--- src/rtl/core/assert_macros.svh ---
// ----------------------------------------------------------------------------
// Assertion macros
// Shared concurrent assertion forms for the voice RTL.
// ----------------------------------------------------------------------------
`ifndef ASSERT_MACROS_SVH
`define ASSERT_MACROS_SVH

// expression holds at every edge out of reset
`define ASSERT_ALWAYS(label, clk, rst, expr, msg) \
   label: assert property (@(posedge clk) disable iff (rst) (expr)) else $error(msg);

// antecedent implies consequent at the same edge
`define ASSERT_IMPLY(label, clk, rst, ante, cons, msg) \
   label: assert property (@(posedge clk) disable iff (rst) (ante) |-> (cons)) else $error(msg);

// antecedent implies consequent at the next edge
`define ASSERT_NEXT(label, clk, rst, ante, cons, msg) \
   label: assert property (@(posedge clk) disable iff (rst) (ante) |=> (cons)) else $error(msg);

`endif

--- src/rtl/core/mcov_pkg.sv ---
// ----------------------------------------------------------------------------
// mcov_pkg
// Constants, types and lookup tables for the MIDI oscillator voice.
// ----------------------------------------------------------------------------
package mcov_pkg;

   localparam int SAMPLE_RATE_HZ = 44100;
   localparam int PHASE_BITS     = 32;
   localparam int NOTE_COUNT     = 128;
   localparam int TOP_BITS       = 16;

   // item kinds
   localparam logic ITEM_MIDI = 1'b0;
   localparam logic ITEM_TICK = 1'b1;

   // code index numbers
   localparam logic [3:0] CIN_NOTE_OFF = 4'h8;
   localparam logic [3:0] CIN_NOTE_ON  = 4'h9;
   localparam logic [3:0] CIN_CTRL     = 4'hB;

   // commands, channel masked off
   localparam logic [7:0] CMD_MASK     = 8'hF0;
   localparam logic [7:0] CMD_NOTE_OFF = 8'h80;
   localparam logic [7:0] CMD_NOTE_ON  = 8'h90;
   localparam logic [7:0] CMD_CTRL     = 8'hB0;

   // controllers
   localparam logic [6:0] CC_VOLUME = 7'd7;
   localparam logic [6:0] CC_WAVE   = 7'd70;
   localparam logic [6:0] WAVE_SQUARE_MIN = 7'd42;
   localparam logic [6:0] WAVE_SAW_MIN    = 7'd84;

   localparam logic [6:0] VOLUME_RESET = 7'd80;
   localparam logic [6:0] NOTE_A4      = 7'd69;
   localparam logic signed [7:0] NO_NOTE = -8'sd1;

   typedef enum logic [1:0] {
      WAVE_TRIANGLE = 2'd0,
      WAVE_SQUARE   = 2'd1,
      WAVE_SAW      = 2'd2
   } wave_type;

   typedef logic [PHASE_BITS-1:0] phase_type;
   typedef phase_type step_rom_type [NOTE_COUNT];
   typedef logic [6:0] vol_rom_type [NOTE_COUNT];

   // shaper controls
   typedef struct packed {
      wave_type            wave;
      logic [TOP_BITS-1:0] phase_top;
      logic [13:0]         scale;
   } shape_ctl_type;

   typedef logic [31:0] ratio_type [12];
   localparam ratio_type SEMIS_RATIO = '{
      32'd1189207115, 32'd1259921050, 32'd1334839854, 32'd1414213562,
      32'd1498307077, 32'd1587401052, 32'd1681792831, 32'd1781797436,
      32'd1887748625, 32'd2000000000, 32'd2118926189, 32'd2244924097
   };

   localparam logic [63:0] STEP_DEN = 64'd390625 * 64'(SAMPLE_RATE_HZ);

   // phase increment per note, rounded half up
   function automatic step_rom_type build_step_rom();
      step_rom_type rom;
      logic [63:0]  num;
      logic [63:0]  q;
      logic [63:0]  r;
      int           oct;
      int           k;
      int           shifts;
      for (int n = 0; n < NOTE_COUNT; n++) begin
         oct    = n / 12;
         k      = n % 12;
         num    = 64'(SEMIS_RATIO[k]) * 64'd11;
         q      = num / STEP_DEN;
         r      = num % STEP_DEN;
         shifts = PHASE_BITS + oct - 11;
         for (int i = 0; i < 64; i++) begin
            if (i < shifts) begin
               q = q << 1;
               r = r << 1;
               if (r >= STEP_DEN) begin
                  r = r - STEP_DEN;
                  q = q | 64'd1;
               end
            end
         end
         rom[n] = PHASE_BITS'((q + 64'd1) >> 1);
      end
      return rom;
   endfunction

   // controller value to volume percent, truncated
   function automatic vol_rom_type build_vol_rom();
      vol_rom_type rom;
      for (int d = 0; d < NOTE_COUNT; d++) begin
         rom[d] = 7'((d * 100) / 127);
      end
      return rom;
   endfunction

   localparam step_rom_type STEP_ROM = build_step_rom();
   localparam vol_rom_type  VOL_ROM  = build_vol_rom();

endpackage

--- src/rtl/core/mcov_shaper.sv ---
// ----------------------------------------------------------------------------
// mcov_shaper
// Waveform shaping from the phase top bits and volume scaling of one sample.
// ----------------------------------------------------------------------------
module mcov_shaper (
   input  mcov_pkg::shape_ctl_type ctl,
   output logic signed [14:0]      sample
);

   logic signed [17:0] shape;
   logic [16:0]        mag;
   logic [30:0]        prod;
   logic [14:0]        scaled;

   always_comb begin
      case (ctl.wave)
         mcov_pkg::WAVE_TRIANGLE: begin
            if (!ctl.phase_top[15]) begin
               shape = signed'({1'b0, ctl.phase_top, 1'b0}) - 18'sd32768;
            end else begin
               shape = 18'sd98304 - signed'({1'b0, ctl.phase_top, 1'b0});
            end
         end
         mcov_pkg::WAVE_SQUARE: begin
            shape = ctl.phase_top[15] ? 18'sd32768 : -18'sd32768;
         end
         mcov_pkg::WAVE_SAW: begin
            shape = signed'({2'b00, ctl.phase_top}) - 18'sd32768;
         end
         default: begin
            shape = signed'({2'b00, ctl.phase_top}) - 18'sd32768;
         end
      endcase
      mag    = shape[17] ? 17'(-shape) : 17'(shape);
      prod   = 31'(mag) * 31'(ctl.scale);
      scaled = prod[29:15];
      sample = shape[17] ? -signed'(scaled) : signed'(scaled);
   end

endmodule

--- src/rtl/core/midi_controlled_oscillator_voice_top.sv ---
// ----------------------------------------------------------------------------
// midi_controlled_oscillator_voice_top
// Monophonic MIDI voice: phase accumulator oscillator with volume and wave.
// ----------------------------------------------------------------------------
// Use: req carries one word per item, either a USB-MIDI event packet
// (req_type 0) or a sample tick (req_type 1). Packets with code index 8, 9
// or 0xB drive note-on, note-off, volume (CC7) and wave (CC70); they give no
// rsp word. Each tick gives one rsp word: the sample plus gate, held note,
// volume and wave as they stood at that tick.
// Timing: a tick taken into the input register moves to the result register
// once no waiting result blocks it, and is then offered on rsp.
// Throughput: one item per cycle while no tick waits on a stalled result, set
// by the single-pass shaper and its one multiplier.
// Stall: while rsp_stall holds a waiting result, packets still drain; a
// tick waits in the input register with req_stall high until the waiting
// result is taken.
// Reset: synchronous; clears the valid bits of both registers, silences the
// gate, sets the A4 step, volume 80, triangle wave and no held note.
// ----------------------------------------------------------------------------
`include "assert_macros.svh"

module midi_controlled_oscillator_voice_top (
   input  logic               clock,
   input  logic               reset,
   input  logic               req_valid,
   output logic               req_stall,
   input  logic               req_type,
   input  logic [7:0]         req_cin_header,
   input  logic [7:0]         req_midi_status,
   input  logic [6:0]         req_data_one,
   input  logic [6:0]         req_data_two,
   output logic               rsp_valid,
   input  logic               rsp_stall,
   output logic signed [14:0] rsp_sample,
   output logic               rsp_gate,
   output logic signed [7:0]  rsp_held_note,
   output logic [6:0]         rsp_volume_now,
   output logic [1:0]         rsp_wave_now
);

   // input register
   logic       s1_valid_ff, s1_valid_in;
   logic       s1_type_ff;
   logic [3:0] s1_cin_ff;
   logic [7:0] s1_status_ff;
   logic [6:0] s1_d1_ff;
   logic [6:0] s1_d2_ff;

   // voice state
   mcov_pkg::phase_type  phase_ff, phase_in;
   mcov_pkg::phase_type  step_ff, step_in;
   logic                 gate_ff, gate_in;
   logic [6:0]           volume_ff, volume_in;
   logic [13:0]          scale_ff, scale_in;
   mcov_pkg::wave_type   wave_ff, wave_in;
   logic signed [7:0]    note_ff, note_in;

   // result register
   logic                 rsp_valid_ff, rsp_valid_in;
   logic signed [14:0]   sample_ff;
   logic                 gate_out_ff;
   logic signed [7:0]    note_out_ff;
   logic [6:0]           volume_out_ff;
   mcov_pkg::wave_type   wave_out_ff;

   logic                    out_busy;
   logic                    s1_tick;
   logic                    s1_fire;
   logic                    tick_fire;
   logic                    midi_fire;
   logic                    cin_ok;
   logic [7:0]              cmd;
   mcov_pkg::shape_ctl_type shape_ctl;
   logic signed [14:0]      shaped;

   assign out_busy  = rsp_valid_ff && rsp_stall;
   assign s1_tick   = s1_type_ff == mcov_pkg::ITEM_TICK;
   assign s1_fire   = s1_valid_ff && (!s1_tick || !out_busy);
   assign tick_fire = s1_fire && s1_tick;
   assign midi_fire = s1_fire && !s1_tick;
   assign req_stall = s1_valid_ff && !s1_fire;

   assign cin_ok = (s1_cin_ff == mcov_pkg::CIN_NOTE_OFF)
                || (s1_cin_ff == mcov_pkg::CIN_NOTE_ON)
                || (s1_cin_ff == mcov_pkg::CIN_CTRL);
   assign cmd    = s1_status_ff & mcov_pkg::CMD_MASK;

   assign shape_ctl.wave      = wave_ff;
   assign shape_ctl.phase_top = phase_ff[mcov_pkg::PHASE_BITS-1 -: mcov_pkg::TOP_BITS];
   assign shape_ctl.scale     = scale_ff;

   mcov_shaper u_shaper (
      .ctl    (shape_ctl),
      .sample (shaped)
   );

   always_comb begin
      s1_valid_in = req_stall ? s1_valid_ff : req_valid;
      phase_in    = phase_ff;
      step_in     = step_ff;
      gate_in     = gate_ff;
      volume_in   = volume_ff;
      scale_in    = scale_ff;
      wave_in     = wave_ff;
      note_in     = note_ff;
      if (tick_fire) begin
         phase_in = gate_ff ? phase_ff + step_ff : '0;
      end
      if (midi_fire && cin_ok) begin
         case (cmd)
            mcov_pkg::CMD_NOTE_ON: begin
               if (s1_d2_ff != 7'd0) begin
                  step_in = mcov_pkg::STEP_ROM[s1_d1_ff];
                  gate_in = 1'b1;
                  note_in = signed'({1'b0, s1_d1_ff});
               end else begin
                  gate_in = 1'b0;
               end
            end
            mcov_pkg::CMD_NOTE_OFF: begin
               gate_in = 1'b0;
            end
            mcov_pkg::CMD_CTRL: begin
               if (s1_d1_ff == mcov_pkg::CC_VOLUME) begin
                  volume_in = mcov_pkg::VOL_ROM[s1_d2_ff];
                  scale_in  = 14'(mcov_pkg::VOL_ROM[s1_d2_ff]) * 14'd100;
               end else if (s1_d1_ff == mcov_pkg::CC_WAVE) begin
                  if (s1_d2_ff < mcov_pkg::WAVE_SQUARE_MIN) begin
                     wave_in = mcov_pkg::WAVE_TRIANGLE;
                  end else if (s1_d2_ff < mcov_pkg::WAVE_SAW_MIN) begin
                     wave_in = mcov_pkg::WAVE_SQUARE;
                  end else begin
                     wave_in = mcov_pkg::WAVE_SAW;
                  end
               end
            end
            default: begin
               gate_in = gate_ff;
            end
         endcase
      end
      if (tick_fire) begin
         rsp_valid_in = 1'b1;
      end else if (!rsp_stall) begin
         rsp_valid_in = 1'b0;
      end else begin
         rsp_valid_in = rsp_valid_ff;
      end
   end

   always_ff @(posedge clock) begin
      if (reset) begin
         s1_valid_ff  <= 1'b0;
         rsp_valid_ff <= 1'b0;
         phase_ff     <= '0;
         step_ff      <= mcov_pkg::STEP_ROM[mcov_pkg::NOTE_A4];
         gate_ff      <= 1'b0;
         volume_ff    <= mcov_pkg::VOLUME_RESET;
         scale_ff     <= 14'(mcov_pkg::VOLUME_RESET) * 14'd100;
         wave_ff      <= mcov_pkg::WAVE_TRIANGLE;
         note_ff      <= mcov_pkg::NO_NOTE;
      end else begin
         s1_valid_ff  <= s1_valid_in;
         rsp_valid_ff <= rsp_valid_in;
         phase_ff     <= phase_in;
         step_ff      <= step_in;
         gate_ff      <= gate_in;
         volume_ff    <= volume_in;
         scale_ff     <= scale_in;
         wave_ff      <= wave_in;
         note_ff      <= note_in;
      end
   end

   // hold the input word while stalled
   always_ff @(posedge clock) begin
      if (!req_stall) begin
         s1_type_ff   <= req_type;
         s1_cin_ff    <= req_cin_header[3:0];
         s1_status_ff <= req_midi_status;
         s1_d1_ff     <= req_data_one;
         s1_d2_ff     <= req_data_two;
      end
   end

   // capture the result word on a tick
   always_ff @(posedge clock) begin
      if (tick_fire) begin
         sample_ff     <= gate_ff ? shaped : 15'sd0;
         gate_out_ff   <= gate_ff;
         note_out_ff   <= note_ff;
         volume_out_ff <= volume_ff;
         wave_out_ff   <= wave_ff;
      end
   end

   assign rsp_valid      = rsp_valid_ff;
   assign rsp_sample     = sample_ff;
   assign rsp_gate       = gate_out_ff;
   assign rsp_held_note  = note_out_ff;
   assign rsp_volume_now = volume_out_ff;
   assign rsp_wave_now   = wave_out_ff;

   `ASSERT_ALWAYS(a_scale_match, clock, reset,
      scale_ff == 14'(volume_ff) * 14'd100, "volume scale out of step")
   `ASSERT_IMPLY(a_gate_has_note, clock, reset, gate_ff, !note_ff[7],
      "gate open with no note held")
   `ASSERT_NEXT(a_silent_phase, clock, reset, tick_fire && !gate_ff, phase_ff == '0,
      "phase not cleared on a silent tick")
   `ASSERT_IMPLY(a_silent_sample, clock, reset, rsp_valid_ff && !gate_out_ff,
      sample_ff == 15'sd0, "sample nonzero with gate closed")

endmodule
--- config.mk ---
export PLATFORM = sky130hd
export DESIGN_NAME = midi_controlled_oscillator_voice_top
export DESIGN_NICKNAME = d
export VERILOG_FILES = /design/src/rtl/core/mcov_pkg.sv /design/src/rtl/core/mcov_shaper.sv /design/src/rtl/core/midi_controlled_oscillator_voice_top.sv
export VERILOG_INCLUDE_DIRS = /design/src /design/src/rtl/core
export SDC_FILE = /design/constraint.sdc
export NUM_CORES = 1
export LEC_CHECK = 0
export BUFFER_PORTS_ARGS = -buffer_cell sky130_fd_sc_hd__buf_2
export CORE_MARGIN = 2
export CORE_UTILIZATION = 53
export CTS_BUF_LIST = sky130_fd_sc_hd__clkbuf_16
export CTS_CLUSTER_DIAMETER = 100
export DETAILED_ROUTE_END_ITERATION = 7
export HOLD_SLACK_MARGIN = 0.12
export PLACE_DENSITY = 0.69
export SLEW_MARGIN = 20
export SYNTH_ARGS = -nofsm -noshare
export SYNTH_HDL_FRONTEND = slang
export SYNTH_HIERARCHICAL = 1
export SYNTH_SLANG_ARGS = --single-unit
--- constraint.sdc ---
create_clock -name clock -period 12.3 [get_ports clock]
set_input_delay 0 -clock clock [delete_from_list [all_inputs] [get_ports clock]]
set_output_delay 0 -clock clock [all_outputs]
set_load 0.03 [all_outputs]
==> results.toml, run 1 <==
[placement]
dp_hpwl_mm = 42.25
portBuffers = 61
routabilityCongestion = 0.9519

[floorplanning]
die_h_um = 201.2
dieArea_mm2 = 0.04048
rows = 72
io_pins = 70
die_x_um = 201.2
start_util_pct = 53.45
core_area_mm2 = 0.03856

[drt]
vias = 18490
vias_per_cell = 6.092
ant_nets = 0
routed_wirelength_mm = 57.98
initialDrtViolationCount = 1586
wire_per_inst_um = 19.10
dr.pass1.iters = 6
drc = 0

[finish]
multiInputGateArea_mm2 = 0.01554
fin_nets = 2888
area_delta_synth_final_pct = 6.563
regArea_mm2 = 0.003523
mostFrequentLayoutCells = "nand2_1, inv_1, a21oi_1"
n_antenna_cell = 0
final_common_cell = "nand2_1"
fillCellCount = 3616
drive_above_1_share_pct = 7.509

[timing]
tightest_slew_ps = 1060
final.period_utilization_pct = 86.41
skew_ps = 15.15
grt_setup_unrepaired = "no"
finalSetupViolCount = 0
tns_ps = 0
hold_violations = 0
fmax_mhz = 94.09
finalCriticalPeriod_ps = 10630
relSlewSlack_pct = 29.09
drv_slew = 0

[pwr]
vdd_drop_max_mv = 0.1238
power_mw = 1.373
leakagePower_nw = 10.04
power-per-cell-area_mw_per_mm2 = 62.52

[setup_path]
crit_type = "reg -> reg"
startpoint_type = "flop"
critPathMostFrequentCell = "fa_1"
critPathMaxStageDelay_ps = 770
rr_startpoint = "phase_ff[16]"
slowest_stage = "dfxtp_1"
crit_fanout = 17
cp-end-kind = "flop"
critPathRequiredTime_ps = 12520
arrival_ps = 10850
r2r-end = "rsp_sample[14]"
ff2ff_setup_slack_ps = 1670
reg2regPathDepth = 33

[min_path]
whs_path_depth = 3
hp-start = "reset"
min_path_type = "in -> reg"
whs_endpoint = "phase_ff[9]"

[yosys]
ys.warnings.count = 6
netlist_top_cells_area = "fa_1, ha_1, dfxtp_1"
synth_edf_count = 56
async_flop_share_pct = 0
synth_top_area_cell = "fa_1"
avgSynthCellArea_um2 = 8.127
synth_area_mm2 = 0.02061
syn_inst = 2536
yosysTopAreaCellShare_pct = 17.29
synth_seq_area_share_pct = 17.10
synth_cell_types = 98
synth-seq-cells = 148
yosys_most_used_dff = "dfxtp_1"

[flow_run]
cap_violations = 0

[global_route]
grt_max_degree = 96
grt_usage_pct = 28.98
antenna_found_initial = 0
grt_pass1_wl_mm = 94.56
grt_pass1_vias = 17920
overflow = 0

[clocking]
cts_tree = "done"
postCtsSetupRepairBufs = 0
clkTransAtPathRegs_ps = 70
clk_latency_ps = 460
clockRootBuffer = "clkbuf_16"
cts_num_sinks = 148
cts_buffer_depth = 2
h-tree-depth = 4
numCtsBuffers = 17

[status]
outcome = "finished, final reports clean"
[worst max-delay path by stage]
stage	from	endpoint	slack, ps	depth (start not counted)
6_report	phase_ff[16]	rsp_sample[14]	1670	33
3_5_place_dp	phase_ff[16]	rsp_sample[14]	1800	33
5_1_grt	phase_ff[16]	rsp_sample[14]	1290	33
4_1_cts	phase_ff[16]	rsp_sample[14]	1760	33
2_1_floorplan	phase_ff[16]	rsp_sample[14]	3190	34
3_3_place_gp	phase_ff[16]	rsp_sample[14]	2020	33
[cell families after synthesis]
group	after synthesis	share of synthesized area, %
simple gates	853	20.29
other cells	1	0.01820
mux	51	3.375
fa+ha+maj	351	27.77
xor+xnor	93	3.989
compound gates	634	19.80
buf+inv	405	7.661
flops	148	17.10
[state kept, by name, summed over array words and instances (netlist names), 4 cells and up]
name            cells
volume_ff           7
scale_ff            9
rsp_sample         15
s1_d1_ff            7
rsp_held_note       8
s1_status_ff        4
s1_d2_ff            7
rsp_volume_now      7
note_ff             8
s1_cin_ff           4
step_ff            31
phase_ff           32
[layout make-up]
cell class,count,area share (%)
Clock inverter,15,0.6950
Clock buffer,17,1.937
Sequential cell,148,16.04
Tap cell,518,2.951
Timing Repair Buffer,124,3.828
Multi-Input combinational cell,1991,70.75
Inverter,222,3.794
[metal layers]
layer | vias up | track usage, % | routed length [µm] | part of all wire [%]
met1 | 8942 | 40.35 | 25560 | 44
met4 | 0 | 10.95 | 1772 | 3.1
met2 | 739 | 44.74 | 26340 | 45
met3 | 131 | 5.620 | 4309 | 7.4
li1 | 8676 | - | - | -
met5 | - | 0 | 0 | 0
[synthesized netlist by cell type (7+ instances only)]
| master | count |
|---|---|
| fa_1 | 178 |
| nand3_1 | 46 |
| o21bai_1 | 12 |
| and2_1 | 139 |
| inv_1 | 215 |
| edfxtp_1 | 56 |
| o21ai_1 | 34 |
| nor4_1 | 8 |
| a221oi_1 | 11 |
| o21ai_0 | 106 |
| a31oi_1 | 26 |
| mux4_2 | 14 |
| or2_2 | 7 |
| clkbuf_1 | 131 |
| a21oi_1 | 182 |
| a211o_1 | 10 |
| o31ai_1 | 16 |
| and3_1 | 28 |
| mux2i_1 | 29 |
| xor2_1 | 32 |
| nor2_1 | 151 |
| o21a_1 | 12 |
| o22ai_1 | 15 |
| a21o_1 | 35 |
| or3_1 | 10 |
| o211ai_1 | 46 |
| nand2_1 | 330 |
| nand4_1 | 20 |
| ha_1 | 171 |
| a211oi_1 | 34 |
| nor2b_1 | 25 |
| a22oi_1 | 20 |
| buf_2 | 22 |
| mux2_2 | 7 |
| nor3_1 | 29 |
| dfxtp_1 | 92 |
| nand2b_1 | 23 |
| xnor2_1 | 60 |
| buf_1 | 24 |
[stage by stage]
step	util, %	worst slack, ps	hold WS (ps)	area, µm²	cells
6_report	56.96	1672	131.0	21960	3035
5_1_grt	56.96	1289	150.7	21960	3035
4_1_cts	56.96	1760	120.9	21960	3035
3_5_place_dp	54.81	1799	178.1	21130	2978
3_3_place_gp	54.81	2016	176.4	21130	2978
2_1_floorplan	-	3193	98.87	20640	2544
[critical path, delay by kind of cell, from the launching register on]
family	cells	cell delay, ps
AO/OA/AOI/OAI	8	1720
XOR/XNOR	3	1000
adder cells (fa/ha/maj)	8	3510
buffers and inverters	5	410
flip-flops	1	770
AND/OR/NAND/NOR	9	2960
[power breakdown]
| group | leakage [nW] | switching, mW | internal, mW | total, mW |
|---|---|---|---|---|
| sequential | 1.26 | 0.00819 | 0.513 | 0.522 |
| combinational | 8.49 | 0.201 | 0.122 | 0.323 |
| clock | 0.282 | 0.244 | 0.284 | 0.529 |
| total | 10.0 | 0.454 | 0.919 | 1.37 |
[repair_timing]
item / in CTS / in global routing
hold buffers: 25 / 0
resized for setup: 0 / 0
endpoints found under the hold margin: 25 / 0
No activity file was read; power rests on OpenSTA's default activity.
==> inputs of run 2 (changes only) <==
==> constraint.sdc (replaced) <==
create_clock -name clock -period 12.3 [get_ports clock]
set_input_delay 0 -clock clock [delete_from_list [all_inputs] [get_ports clock]]
set_output_delay 0 -clock clock [all_outputs]
set_load 0.1 [all_outputs]
==> run 2 against run 1 <==
  * Worst hold slack got worse by 2.0 ps
  * Largest cell class unchanged
  * Final cell count stayed put
  * First-iteration DRC count rose by 2.3%
  * Total power hardly changed
  * Global-route usage fell by 0.20 points
  * Critical path type unchanged
  * Sequential share of layout area about the same
  * Critical path depth unchanged
  * Maximum frequency about the same
==> results.toml, run 2 (synthesis results as in run 1) <==
[finish]
drive_above_1_share_pct = 7.549
top_register = "phase_ff"
n_antenna_cell = 0
fillCellCount = 3603
fin_nets = 2888
final_common_cell = "nand2_1"
largest_reg_flops = 32
area_delta_synth_final_pct = 6.617
mostFrequentLayoutCells = "nand2_1, inv_1, a21oi_1"
finalInstanceArea_mm2 = 0.02197

[setup_path]
slowest_stage = "dfxtp_1"
cp-end-kind = "flop"
critPathMostFrequentCell = "fa_1"
crit_buf_inv = 5
arrival_ps = 10840
critPathMaxStageDelay_ps = 780
critPathRequiredTime_ps = 12510
startpoint_type = "flop"
crit_type = "reg -> reg"
crit_fanout = 17
cp_top_family = "adder cells"

[timing]
fmax_mhz = 94.11
final.period_utilization_pct = 86.39
relSlewSlack_pct = 29.95
skew_ps = 16.32
drv_slew = 0
grt_setup_unrepaired = "no"
hold_ws_ps = 129.0
hold_violations = 0
finalCriticalPeriod_ps = 10630
tns_ps = 0
tightest_slew_ps = 1051
finalSetupViolCount = 0

[placement]
placed_cell_area_mm2 = 0.02113
dp_hpwl_mm = 41.86
routabilityCongestion = 0.9782
portBuffers = 61

[global_route]
antenna_found_initial = 0
grt_usage_pct = 28.77
overflow = 0
grt_max_degree = 111
grt_pass1_vias = 17710
grt_pass1_wl_mm = 94.05

[clocking]
numCtsBuffers = 17
clk_latency_ps = 470
clkTransAtPathRegs_ps = 70
cts_resized = 0
hold_buffers = 25
h-tree-depth = 4
cts_buffer_depth = 2
clockRootBuffer = "clkbuf_16"
cts_num_sinks = 148
cts_tree = "done"
postCtsSetupRepairBufs = 0

[drt]
routed_wirelength_mm = 57.90
initialDrtViolationCount = 1623
ant_nets = 0
vias_per_cell = 6.100
wire_per_inst_um = 19.08
dr.pass1.iters = 7
drc = 0
vias = 18520

[floorplanning]
io_pins = 70
dieArea_mm2 = 0.04048
rows = 72
core_area_mm2 = 0.03856
die_x_um = 201.2
die_h_um = 201.2
start_util_pct = 53.45

[min_path]
min_path_type = "in -> reg"

[pwr]
power-per-cell-area_mw_per_mm2 = 62.49
vdd_drop_max_mv = 0.1538
leakagePower_nw = 10.05

[status]
outcome = "finished, final reports clean"

[flow_run]
cap_violations = 0
run 2: changes by cell type in the layout (fill, tap and decap cells not counted), sizes merged:
cell      previous run  this run
clkinvlp             2         1
inv                227       230
clkinv               7         5
clkbuf              17        18
bufinv               1         0
run 2: area by class of cell:
type / instances / area (µm²) / area share [%]
clock buffer: 18 / 450.4 / 2.050
clock inverter: 14 / 116.4 / 0.5296
inverter: 222 / 833.3 / 3.792
multi-input combinational: 1991 / 15540 / 70.73
sequential: 148 / 3523 / 16.03
tap: 518 / 648.1 / 2.950
timing repair buffer: 124 / 860.8 / 3.918
run 2: path summary, 6_finish.rpt:
| check | from | endpoint | slack [ps] | cells after the start |
|---|---|---|---|---|
| setup / recovery | phase_ff[16] | rsp_sample[14] | 1670 | 33 |
| hold / removal | reset | phase_ff[12] | 130 | 3 |
| setup reg to reg | phase_ff[16] | rsp_sample[14] | 1670 | 33 |
| hold reg to reg | note_ff[3] | rsp_held_note[3] | 430 | 0 |
run 2: tightest hold or removal path, delay by kind of cell:
family | cells | cell delay, ps
buf+inv | 2 | 380
simple gates | 1 | 150
run 2: per-stage QoR:
step           power [mW]  worst slack, ps  utilization (%)  instances
2_1_floorplan      0.7744             3193                -       2544
3_3_place_gp       0.8434             2011            54.79       2977
3_5_place_dp       0.8498             1765            54.79       2977
4_1_cts             1.375             1734            56.91       3034
5_1_grt             1.435             1158            56.99       3035
6_report            1.373             1674            56.99       3035
run 2: metal layers:
layer | vias up | track usage [%] | wire length, µm
met2 | 705 | 45.38 | 26570
met4 | 0 | 8.718 | 1413
met3 | 91 | 4.195 | 4107
met5 | - | 0 | 0
li1 | 8685 | - | -
met1 | 9034 | 41.01 | 25810
run 2: power breakdown:
part	switching (mW)	internal [mW]
combinational	0.212	0.123
sequential	0.00785	0.513
clock	0.241	0.276
total	0.461	0.912
